[src/sv/assert_macros.svh]
// Assertion helpers used by the top-level sequencer.
`ifndef ASSERT_MACROS_SVH
`define ASSERT_MACROS_SVH

// Same-cycle implication, disabled while reset is asserted.
`define ASSERT_SAME(label, clk, rst_n, ante, cons, msg) \
	label: assert property (@(posedge clk) disable iff (!rst_n) (ante) |-> (cons)) \
		else $error(msg);

// Next-cycle implication, disabled while reset is asserted.
`define ASSERT_NEXT(label, clk, rst_n, ante, cons, msg) \
	label: assert property (@(posedge clk) disable iff (!rst_n) (ante) |=> (cons)) \
		else $error(msg);

`endif

[src/sv/i2cmts_pkg.sv]
package i2cmts_pkg;

	// Item kinds carried on the input tuser.
	typedef enum logic [2:0] {
		KIND_LOAD  = 3'd0,
		KIND_START = 3'd1,
		KIND_EVENT = 3'd2,
		KIND_READ  = 3'd3,
		KIND_ERRH  = 3'd4
	} kind_t;

	// Bus status codes reported by the byte-level controller.
	localparam logic [3:0] ST_START      = 4'd0;
	localparam logic [3:0] ST_REP_START  = 4'd1;
	localparam logic [3:0] ST_WADR_ACK   = 4'd2;
	localparam logic [3:0] ST_WDATA_ACK  = 4'd3;
	localparam logic [3:0] ST_WADR_NACK  = 4'd4;
	localparam logic [3:0] ST_WDATA_NACK = 4'd5;
	localparam logic [3:0] ST_RADR_ACK   = 4'd6;
	localparam logic [3:0] ST_RADR_NACK  = 4'd7;
	localparam logic [3:0] ST_RDATA_ACK  = 4'd8;
	localparam logic [3:0] ST_RDATA_NACK = 4'd9;
	localparam logic [3:0] ST_ARB_LOST   = 4'd10;

	// Input tdata layout, last member in the lowest bits.
	typedef struct packed {
		logic [3:0] pad;
		logic [3:0] status_code;
		logic [7:0] data_byte;
		logic [3:0] buffer_index;
		logic [3:0] transfer_length;
		logic       read_not_write;
		logic [6:0] device_address;
	} in_data_t;

	// Output tdata layout, last member in the lowest bits.
	typedef struct packed {
		logic [2:0] pad;
		logic [7:0] read_byte;
		logic       read_valid;
		logic [3:0] error_code;
		logic       error_valid;
		logic       transfer_ok;
		logic [7:0] tx_byte;
		logic       tx_valid;
		logic       busy_res;
		logic       ack_next;
		logic       issue_stop;
		logic       issue_start;
		logic       accepted;
	} out_data_t;

	// Decision of the sequencer for one item, before the buffer data is merged.
	typedef struct packed {
		logic       accepted;
		logic       issue_start;
		logic       issue_stop;
		logic       ack_next;
		logic       busy_res;
		logic       tx_valid;
		logic       transfer_ok;
		logic       error_valid;
		logic [3:0] error_code;
		logic       read_valid;
	} ctrl_res_t;

endpackage

[src/sv/i2cmts_ram.sv]
module i2cmts_ram #(
	parameter int WIDTH = 8,
	parameter int DEPTH = 17,
	localparam int AW = $clog2(DEPTH)
) (
	input  logic             clk,
	input  logic             we,
	input  logic [AW-1:0]    waddr,
	input  logic [WIDTH-1:0] wdata,
	input  logic             re,
	input  logic [AW-1:0]    raddr,
	output logic [WIDTH-1:0] rdata
);

	logic [WIDTH-1:0] mem [DEPTH];
	logic [WIDTH-1:0] rdata_q;

	// One write port and one registered read port; read data holds without re.
	always_ff @(posedge clk) begin
		if (we) begin
			mem[waddr] <= wdata;
		end
		if (re) begin
			rdata_q <= mem[raddr];
		end
	end

	assign rdata = rdata_q;

endmodule

[src/sv/i2cmts_ctrl.sv]
module i2cmts_ctrl #(
	parameter int BUFFER_DEPTH = 16,
	localparam int AW = $clog2(BUFFER_DEPTH + 1),
	localparam int PW = $clog2(BUFFER_DEPTH + 2)
) (
	input  logic                  clk,
	input  logic                  arst_n,
	input  logic                  take,
	input  i2cmts_pkg::kind_t     kind,
	input  i2cmts_pkg::in_data_t  fields,
	output i2cmts_pkg::ctrl_res_t res,
	output logic                  ram_we,
	output logic [AW-1:0]         ram_waddr,
	output logic [7:0]            ram_wdata,
	output logic [AW-1:0]         ram_raddr
);

	localparam logic [PW-1:0] PTR_LAST = PW'(BUFFER_DEPTH);

	logic [PW-1:0] ptr_q, ptr_d;
	logic [PW-1:0] total_q, total_d;
	logic          busy_q, busy_d;
	logic          ok_q, ok_d;
	logic          err_q, err_d;
	logic [3:0]    ecode_q, ecode_d;

	// Per-item decision: next state, commands and buffer accesses.
	always_comb begin
		logic          idx_ok;
		logic          ptr_ok;
		logic [PW-1:0] ptr_eff;
		logic [PW-1:0] ptr_adv;
		logic [AW-1:0] idx_addr;

		idx_ok   = int'(fields.buffer_index) < BUFFER_DEPTH;
		ptr_ok   = ptr_q <= PTR_LAST;
		idx_addr = AW'(fields.buffer_index) + AW'(1);
		ptr_eff  = ptr_q;
		ptr_adv  = ptr_q;

		ptr_d   = ptr_q;
		total_d = total_q;
		busy_d  = busy_q;
		ok_d    = ok_q;
		err_d   = err_q;
		ecode_d = ecode_q;

		res           = '0;
		ram_we        = 1'b0;
		ram_waddr     = idx_addr;
		ram_wdata     = fields.data_byte;
		ram_raddr     = idx_addr;

		case (kind)
			i2cmts_pkg::KIND_LOAD: begin
				if (idx_ok) begin
					ram_we       = 1'b1;
					res.accepted = 1'b1;
				end
			end
			i2cmts_pkg::KIND_START: begin
				if (!busy_q) begin
					// Address byte goes into entry zero, ahead of the data.
					ram_we    = 1'b1;
					ram_waddr = '0;
					ram_wdata = {fields.device_address, fields.read_not_write};
					if (int'(fields.transfer_length) > BUFFER_DEPTH) begin
						total_d = PW'(BUFFER_DEPTH + 1);
					end else begin
						total_d = PW'(fields.transfer_length) + PW'(1);
					end
					ok_d            = 1'b0;
					err_d           = 1'b0;
					ecode_d         = '0;
					busy_d          = 1'b1;
					res.issue_start = 1'b1;
					res.accepted    = 1'b1;
				end
			end
			i2cmts_pkg::KIND_EVENT: begin
				if (busy_q) begin
					res.accepted = 1'b1;
					case (fields.status_code) inside
						i2cmts_pkg::ST_START, i2cmts_pkg::ST_REP_START,
						i2cmts_pkg::ST_WADR_ACK, i2cmts_pkg::ST_WDATA_ACK: begin
							// A (repeated) START rewinds to the address byte.
							if (fields.status_code == i2cmts_pkg::ST_START ||
									fields.status_code == i2cmts_pkg::ST_REP_START) begin
								ptr_eff = '0;
							end
							ram_raddr = AW'(ptr_eff);
							if (ptr_eff < total_q && ptr_eff <= PTR_LAST) begin
								res.tx_valid = 1'b1;
								ptr_d        = ptr_eff + PW'(1);
							end else begin
								ptr_d          = ptr_eff;
								ok_d           = 1'b1;
								res.issue_stop = 1'b1;
								busy_d         = 1'b0;
							end
						end
						i2cmts_pkg::ST_RDATA_ACK, i2cmts_pkg::ST_RADR_ACK: begin
							// Received bytes are stored and the pointer saturates past the end.
							if (fields.status_code == i2cmts_pkg::ST_RDATA_ACK && ptr_ok) begin
								ram_we    = 1'b1;
								ram_waddr = AW'(ptr_q);
								ptr_adv   = ptr_q + PW'(1);
							end
							ptr_d        = ptr_adv;
							res.ack_next = ({1'b0, ptr_adv} + (PW+1)'(1)) < {1'b0, total_q};
						end
						i2cmts_pkg::ST_RDATA_NACK: begin
							if (ptr_ok) begin
								ram_we    = 1'b1;
								ram_waddr = AW'(ptr_q);
							end
							ok_d           = 1'b1;
							res.issue_stop = 1'b1;
							busy_d         = 1'b0;
						end
						i2cmts_pkg::ST_ARB_LOST: begin
							res.issue_start = 1'b1;
						end
						default: begin
							ecode_d = fields.status_code;
							err_d   = 1'b1;
							busy_d  = 1'b0;
						end
					endcase
				end
			end
			i2cmts_pkg::KIND_READ: begin
				if (idx_ok) begin
					res.accepted   = 1'b1;
					res.read_valid = ok_q && !busy_q;
				end
			end
			i2cmts_pkg::KIND_ERRH: begin
				// An address NACK restarts the transfer when idle; other codes need no action.
				if (fields.status_code inside {i2cmts_pkg::ST_WADR_NACK,
						i2cmts_pkg::ST_RADR_NACK}) begin
					if (!busy_q) begin
						ok_d            = 1'b0;
						err_d           = 1'b0;
						ecode_d         = '0;
						busy_d          = 1'b1;
						res.issue_start = 1'b1;
						res.accepted    = 1'b1;
					end
				end else begin
					res.accepted = 1'b1;
				end
			end
			default: begin
			end
		endcase

		res.busy_res    = busy_d;
		res.transfer_ok = ok_d;
		res.error_valid = err_d;
		res.error_code  = ecode_d;
		ram_we          = ram_we && take;
	end

	// Transfer state, updated once per accepted item.
	always_ff @(posedge clk or negedge arst_n) begin
		if (!arst_n) begin
			ptr_q   <= '0;
			total_q <= '0;
			busy_q  <= 1'b0;
			ok_q    <= 1'b0;
			err_q   <= 1'b0;
			ecode_q <= '0;
		end else if (take) begin
			ptr_q   <= ptr_d;
			total_q <= total_d;
			busy_q  <= busy_d;
			ok_q    <= ok_d;
			err_q   <= err_d;
			ecode_q <= ecode_d;
		end
	end

endmodule

[src/sv/i2c_master_transfer_sequencer.sv]
// I2C master transfer sequencer. Each input transaction (load, start, bus
// event, read or error handle, selected by s_axis_tuser) produces exactly one
// result transaction carrying the commands for the byte-level controller and
// the status after the item. The block takes one transaction per clock; a
// result passes through stage one, where the registered read of the byte
// buffer (BUFFER_DEPTH+1 entries, entry zero holds the address byte) is done,
// and then the output register. Backpressure on the result side stalls the
// input only once both internal stages are full. Buffer entries that were
// never loaded or received read back as unknown data.
module i2c_master_transfer_sequencer #(
	parameter int BUFFER_DEPTH = 16
) (
	input  logic        clk,
	input  logic        arst_n,
	input  logic        s_axis_tvalid,
	output logic        s_axis_tready,
	// device_address[6:0], read_not_write[7], transfer_length[11:8],
	// buffer_index[15:12], data_byte[23:16], status_code[27:24], zero[31:28]
	input  logic [31:0] s_axis_tdata,
	// kind[2:0]
	input  logic [2:0]  s_axis_tuser,
	output logic        m_axis_tvalid,
	input  logic        m_axis_tready,
	// accepted[0], issue_start[1], issue_stop[2], ack_next[3], busy_res[4],
	// tx_valid[5], tx_byte[13:6], transfer_ok[14], error_valid[15],
	// error_code[19:16], read_valid[20], read_byte[28:21], zero[31:29]
	output logic [31:0] m_axis_tdata
);

	localparam int AW = $clog2(BUFFER_DEPTH + 1);

	logic                   take;
	logic                   adv_s1;
	i2cmts_pkg::ctrl_res_t  res;
	i2cmts_pkg::ctrl_res_t  res_s1;
	logic                   valid_s1;
	logic                   valid_s2;
	i2cmts_pkg::out_data_t  data_s2;
	logic                   ram_we;
	logic [AW-1:0]          ram_waddr;
	logic [7:0]             ram_wdata;
	logic [AW-1:0]          ram_raddr;
	logic [7:0]             ram_rdata;

	// Stage one moves on whenever the output register is free or being emptied.
	assign adv_s1        = !valid_s2 || m_axis_tready;
	assign s_axis_tready = !valid_s1 || adv_s1;
	assign take          = s_axis_tvalid && s_axis_tready;

	i2cmts_ctrl #(
		.BUFFER_DEPTH(BUFFER_DEPTH)
	) u_ctrl (
		.clk       (clk),
		.arst_n    (arst_n),
		.take      (take),
		.kind      (i2cmts_pkg::kind_t'(s_axis_tuser)),
		.fields    (i2cmts_pkg::in_data_t'(s_axis_tdata)),
		.res       (res),
		.ram_we    (ram_we),
		.ram_waddr (ram_waddr),
		.ram_wdata (ram_wdata),
		.ram_raddr (ram_raddr)
	);

	i2cmts_ram #(
		.WIDTH(8),
		.DEPTH(BUFFER_DEPTH + 1)
	) u_buf (
		.clk   (clk),
		.we    (ram_we),
		.waddr (ram_waddr),
		.wdata (ram_wdata),
		.re    (take),
		.raddr (ram_raddr),
		.rdata (ram_rdata)
	);

	// Stage one: decision held while the buffer read completes.
	always_ff @(posedge clk or negedge arst_n) begin
		if (!arst_n) begin
			valid_s1 <= 1'b0;
		end else if (take) begin
			valid_s1 <= 1'b1;
		end else if (adv_s1) begin
			valid_s1 <= 1'b0;
		end
	end

	always_ff @(posedge clk) begin
		if (take) begin
			res_s1 <= res;
		end
	end

	// Stage two: output register with the buffer byte merged in.
	always_ff @(posedge clk or negedge arst_n) begin
		if (!arst_n) begin
			valid_s2 <= 1'b0;
		end else if (adv_s1) begin
			valid_s2 <= valid_s1;
		end
	end

	always_ff @(posedge clk) begin
		if (adv_s1 && valid_s1) begin
			data_s2.pad         <= '0;
			data_s2.accepted    <= res_s1.accepted;
			data_s2.issue_start <= res_s1.issue_start;
			data_s2.issue_stop  <= res_s1.issue_stop;
			data_s2.ack_next    <= res_s1.ack_next;
			data_s2.busy_res    <= res_s1.busy_res;
			data_s2.tx_valid    <= res_s1.tx_valid;
			data_s2.tx_byte     <= res_s1.tx_valid ? ram_rdata : 8'h00;
			data_s2.transfer_ok <= res_s1.transfer_ok;
			data_s2.error_valid <= res_s1.error_valid;
			data_s2.error_code  <= res_s1.error_code;
			data_s2.read_valid  <= res_s1.read_valid;
			data_s2.read_byte   <= res_s1.read_valid ? ram_rdata : 8'h00;
		end
	end

	assign m_axis_tvalid = valid_s2;
	assign m_axis_tdata  = data_s2;

`include "assert_macros.svh"

	// The input side only stalls when both stages are full.
	`ASSERT_SAME(a_stall_cause, clk, arst_n, !s_axis_tready, valid_s1 && valid_s2, "input stalled without full pipeline")
	// A stalled first stage keeps its transaction.
	`ASSERT_NEXT(a_s1_hold, clk, arst_n, valid_s1 && !adv_s1, valid_s1 && $stable(res_s1), "stage one lost its transaction")
	// A transmit byte and a read byte never come with the same result.
	`ASSERT_SAME(a_one_byte, clk, arst_n, valid_s2, !(data_s2.tx_valid && data_s2.read_valid), "tx and read byte together")
	// STOP always ends the transfer, and success and error are exclusive.
	`ASSERT_SAME(a_stop_idle, clk, arst_n, valid_s2 && data_s2.issue_stop, !data_s2.busy_res && !data_s2.error_valid, "STOP while busy or in error")

endmodule

[config.mk]
export PLATFORM = sky130hd
export DESIGN_NAME = i2c_master_transfer_sequencer
export DESIGN_NICKNAME = d
export VERILOG_FILES = /design/src/sv/i2cmts_pkg.sv /design/src/sv/i2cmts_ram.sv /design/src/sv/i2cmts_ctrl.sv /design/src/sv/i2c_master_transfer_sequencer.sv
export VERILOG_INCLUDE_DIRS = /design/src /design/src/sv
export SDC_FILE = /design/constraint.sdc
export NUM_CORES = 1
export LEC_CHECK = 0
export BUFFER_PORTS_ARGS = -buffer_cell sky130_fd_sc_hd__buf_2
export CAP_MARGIN = 25
export CORE_ASPECT_RATIO = 0.5
export CORE_UTILIZATION = 46
export CTS_BUF_LIST = sky130_fd_sc_hd__clkbuf_16
export DETAILED_ROUTE_END_ITERATION = 16
export PLACE_DENSITY_LB_ADDON = 0.05
export SYNTH_ARGS = -nofsm -noshare
export SYNTH_HDL_FRONTEND = slang
export SYNTH_SLANG_ARGS = --single-unit
[constraint.sdc]
create_clock -name clk -period 4.1 [get_ports clk]
set_input_delay 0.82 -clock clk [delete_from_list [all_inputs] [get_ports clk]]
set_output_delay 0.82 -clock clk [all_outputs]
set_load 0.03 [all_outputs]
==> results.yml <==
clock_network:
  cts_tree: "built"
  root_buffer: "clkbuf_16"
  ctsHoldBuffers: 0
  h-tree-depth: 1
  cts-resized-gates: 0
  cts.reportedPaths.clkPinSlew_ns: 0.06
  cts_buffer_depth: 3
  post_cts_buffers: 0
  clk_latency_ns: 0.50
  cts_sinks: 205
  cts_buffers: 19
timing:
  worst_pin_slew_ns: 0.896
  timing.hold.ws_ns: 0.277
  rsz0062_at_grt: "no"
  skew_ns: 0.00946
  fmax_mhz: 265
  fin_tns_setup_ns: 0
  setup_viol_count_final: 0
  max-slew-margin-rel_pct: 38.5
  finalCritPeriodShare_pct: 92.0
  finalWorstSetupSlack_ns: 0.327
  fin_crit_ns: 3.77
  hold_viol: 0
  finalMaxSlewViolations: 0
logic_synthesis:
  synth_top_area_share_pct: 58.1
  avgSynthCellArea_um2: 13.8
  post-synth-top-count-cell: "edfxtp_1"
  synth-main-ff-cell: "edfxtp_1"
  synth_edf_count: 186
  ys_seq_elements: 205
  synthTopCellsByArea: "edfxtp_1 (58%), dfrtp_1 (4.9%), mux2_2 (2.8%)"
  synth_commonest_cells: "edfxtp_1 (186), nand2_1 (41), a21oi_1 (38), o21ai_0 (38), nor2_1 (36)"
  ys_warn_count: 0
  synth.distinct_cells: 89
  syn_inst: 699
  netlist_area_um2: 9610
  yosys.area.top_type: "edfxtp_1"
  async_reset_ff_share_pct: 9.27
  yosysSeqAreaShare_pct: 63.0
detailed_routing:
  first_iter_violations: 539
  via_per_inst: 5.77
  wl_per_cell_um: 20.9
  drt-total-wl_mm: 22.2
  drtAntennaViolNets: 0
  drc_errors: 5
  via_count: 6125
  drtPass1Iterations: 11
global_routing:
  grt_max_degree: 30
  grt_pass1_vias: 5805
  antenna_found_initial: 0
  met2_usage_pct: 33.1
  grt_use_met3_pct: 3.79
  grtUsageMet1_pct: 31.3
  grt.total_usage_pct: 21.2
  grt_pass1_wl_mm: 34.2
  overflow: 0
  gr-max-usage-layer: "met2"
pwr:
  power.leakage_nw: 3.87
  power_mw: 4.83
  peakVddDrop_uv: 267
  pwr_density_cell_nw_per_um2: 443
die:
  ios: 73
  start_util_pct: 48.2
  coreArea_um2: 20000
  die_area_um2: 21500
  die_y_um: 104
  row_count: 36
  die_w_um: 206
setup_path:
  timing.rr.end: "res_s1[9]"
  regToRegStartpoint: "u_ctrl.ptr_q[1]"
  crit_path_end_kind: "flip-flop"
  cp-start-kind: "flip-flop"
  arrival_ns: 4.14
  critical_path_required_ns: 4.47
  rrSetupSlack_ns: 0.33
  critPathMaxFanout: 11
  worstSetupPathType: "reg -> reg"
  reg2reg_depth: 15
outcome:
  violations: "DRC"
  status: "finished, violations left"
final_layout:
  fin_cells: 1061
  finalNetCount: 834
  num-fill-cells: 1655
  antenna_cells: 0
  synthToLayoutAreaGrowth_pct: 13.4
  drive_gt1_share_pct: 24.4
min_path:
  min_path_type: "in -> async"
placement:
  place_inst: 1027
  dpl.hpwl_mm: 14.9
  dp_slack_ns: 0.172
  gp_congestion: 0.873
  io_buffers: 65
flow_run:
  max_cap_viol_count: 0
[worst max path at each step]
stage / from / slack [ns] / endpoint
2_1_floorplan: s_axis_tdata[26] / 0.29 / res_s1[9]
3_3_place_gp: s_axis_tdata[25] / 0.21 / res_s1[9]
3_5_place_dp: s_axis_tdata[25] / 0.17 / res_s1[9]
4_1_cts: u_ctrl.ptr_q[1] / 0.33 / res_s1[9]
5_1_grt: u_ctrl.ptr_q[1] / 0.10 / res_s1[9]
6_report: u_ctrl.ptr_q[1] / 0.33 / res_s1[9]
[through the flow]
step / area [µm²] / util [%]
4_1_cts: 10900 / 54.6
6_report: 10900 / 54.6
5_1_grt: 10900 / 54.6
3_5_place_dp: 10300 / 51.6
3_3_place_gp: 10300 / 51.6
2_1_floorplan: 9620 / -
[flip-flops by register name, summed over array words and instances, names as in the netlist]
name	cells
u_buf.mem	136
m_axis_tdata	29
res_s1	13
u_buf.rdata	8
u_ctrl.ptr_q	5
u_ctrl.total_q	5
u_ctrl.ecode_q	4
m_axis_tvalid	1
u_ctrl.busy_q	1
u_ctrl.err_q	1
u_ctrl.ok_q	1
valid_s1	1
[layout make-up]
type,instances,area (µm²),share of cell area (%)
clock buffers,19,475,4.36
clock inverters,15,125,1.15
inverters,18,67.6,0.620
multi-input cells,440,3270,30.0
flip-flops and latches,205,6060,55.6
well taps,266,333,3.05
repair buffers,98,573,5.26
[critical path: stages, from the launching register on]
cell and delay (ns):
dfrtp_1 0.38, inv_1 0.20, ha_1 0.19, or3b_4 0.42, a211oi_1 0.24, buf_4 0.21
o21ai_0 0.11, ha_1 0.27, nor3b_1 0.16, maj3_2 0.32, nand2_1 0.06, o211ai_1 0.08
ha_1 0.30, a221o_1 0.32, a311oi_1 0.20, o21a_1 0.17
[placed cells by master, fill, tap and decap left out, drive strengths merged, types with 21 or more instances in the layout]
cell    synthesis  final
a21oi          39     39
nand2          42     42
buf            19     98
nor2           41     41
edfxtp        186    186
o21ai          49     49
inv            18     22
nand3          34     34
mux2           26     26
and2           21     21
[layer usage]
| layer | up-vias | wire [µm] |
|---|---|---|
| li1 | 2877 | - |
| met1 | 3030 | 10400 |
| met2 | 195 | 10200 |
| met3 | 23 | 1340 |
| met4 | 0 | 301 |
| met5 | - | 0 |
[cells by family (layout without fill, tap and decap cells)]
kind of cell / Yosys count / in the layout / share of synthesized area, %
buf+inv: 56 / 150 / 3.02
xor+xnor: 11 / 11 / 1.00
compound gates: 168 / 168 / 12.1
fa+ha+maj: 15 / 15 / 1.91
flops: 205 / 205 / 63.0
mux: 48 / 48 / 7.95
other cells: 1 / 3 / 0.0390
simple gates: 195 / 195 / 10.9
[power by group]
part	total (mW)	leakage, nW	internal, mW	switching [mW]
Sequential	2.45	1.95	2.40	0.0480
Combinational	0.647	1.61	0.232	0.415
Clock	1.74	0.310	0.976	0.760
Total	4.83	3.87	3.61	1.22
Note: power is estimated with default switching activity, not from simulation.
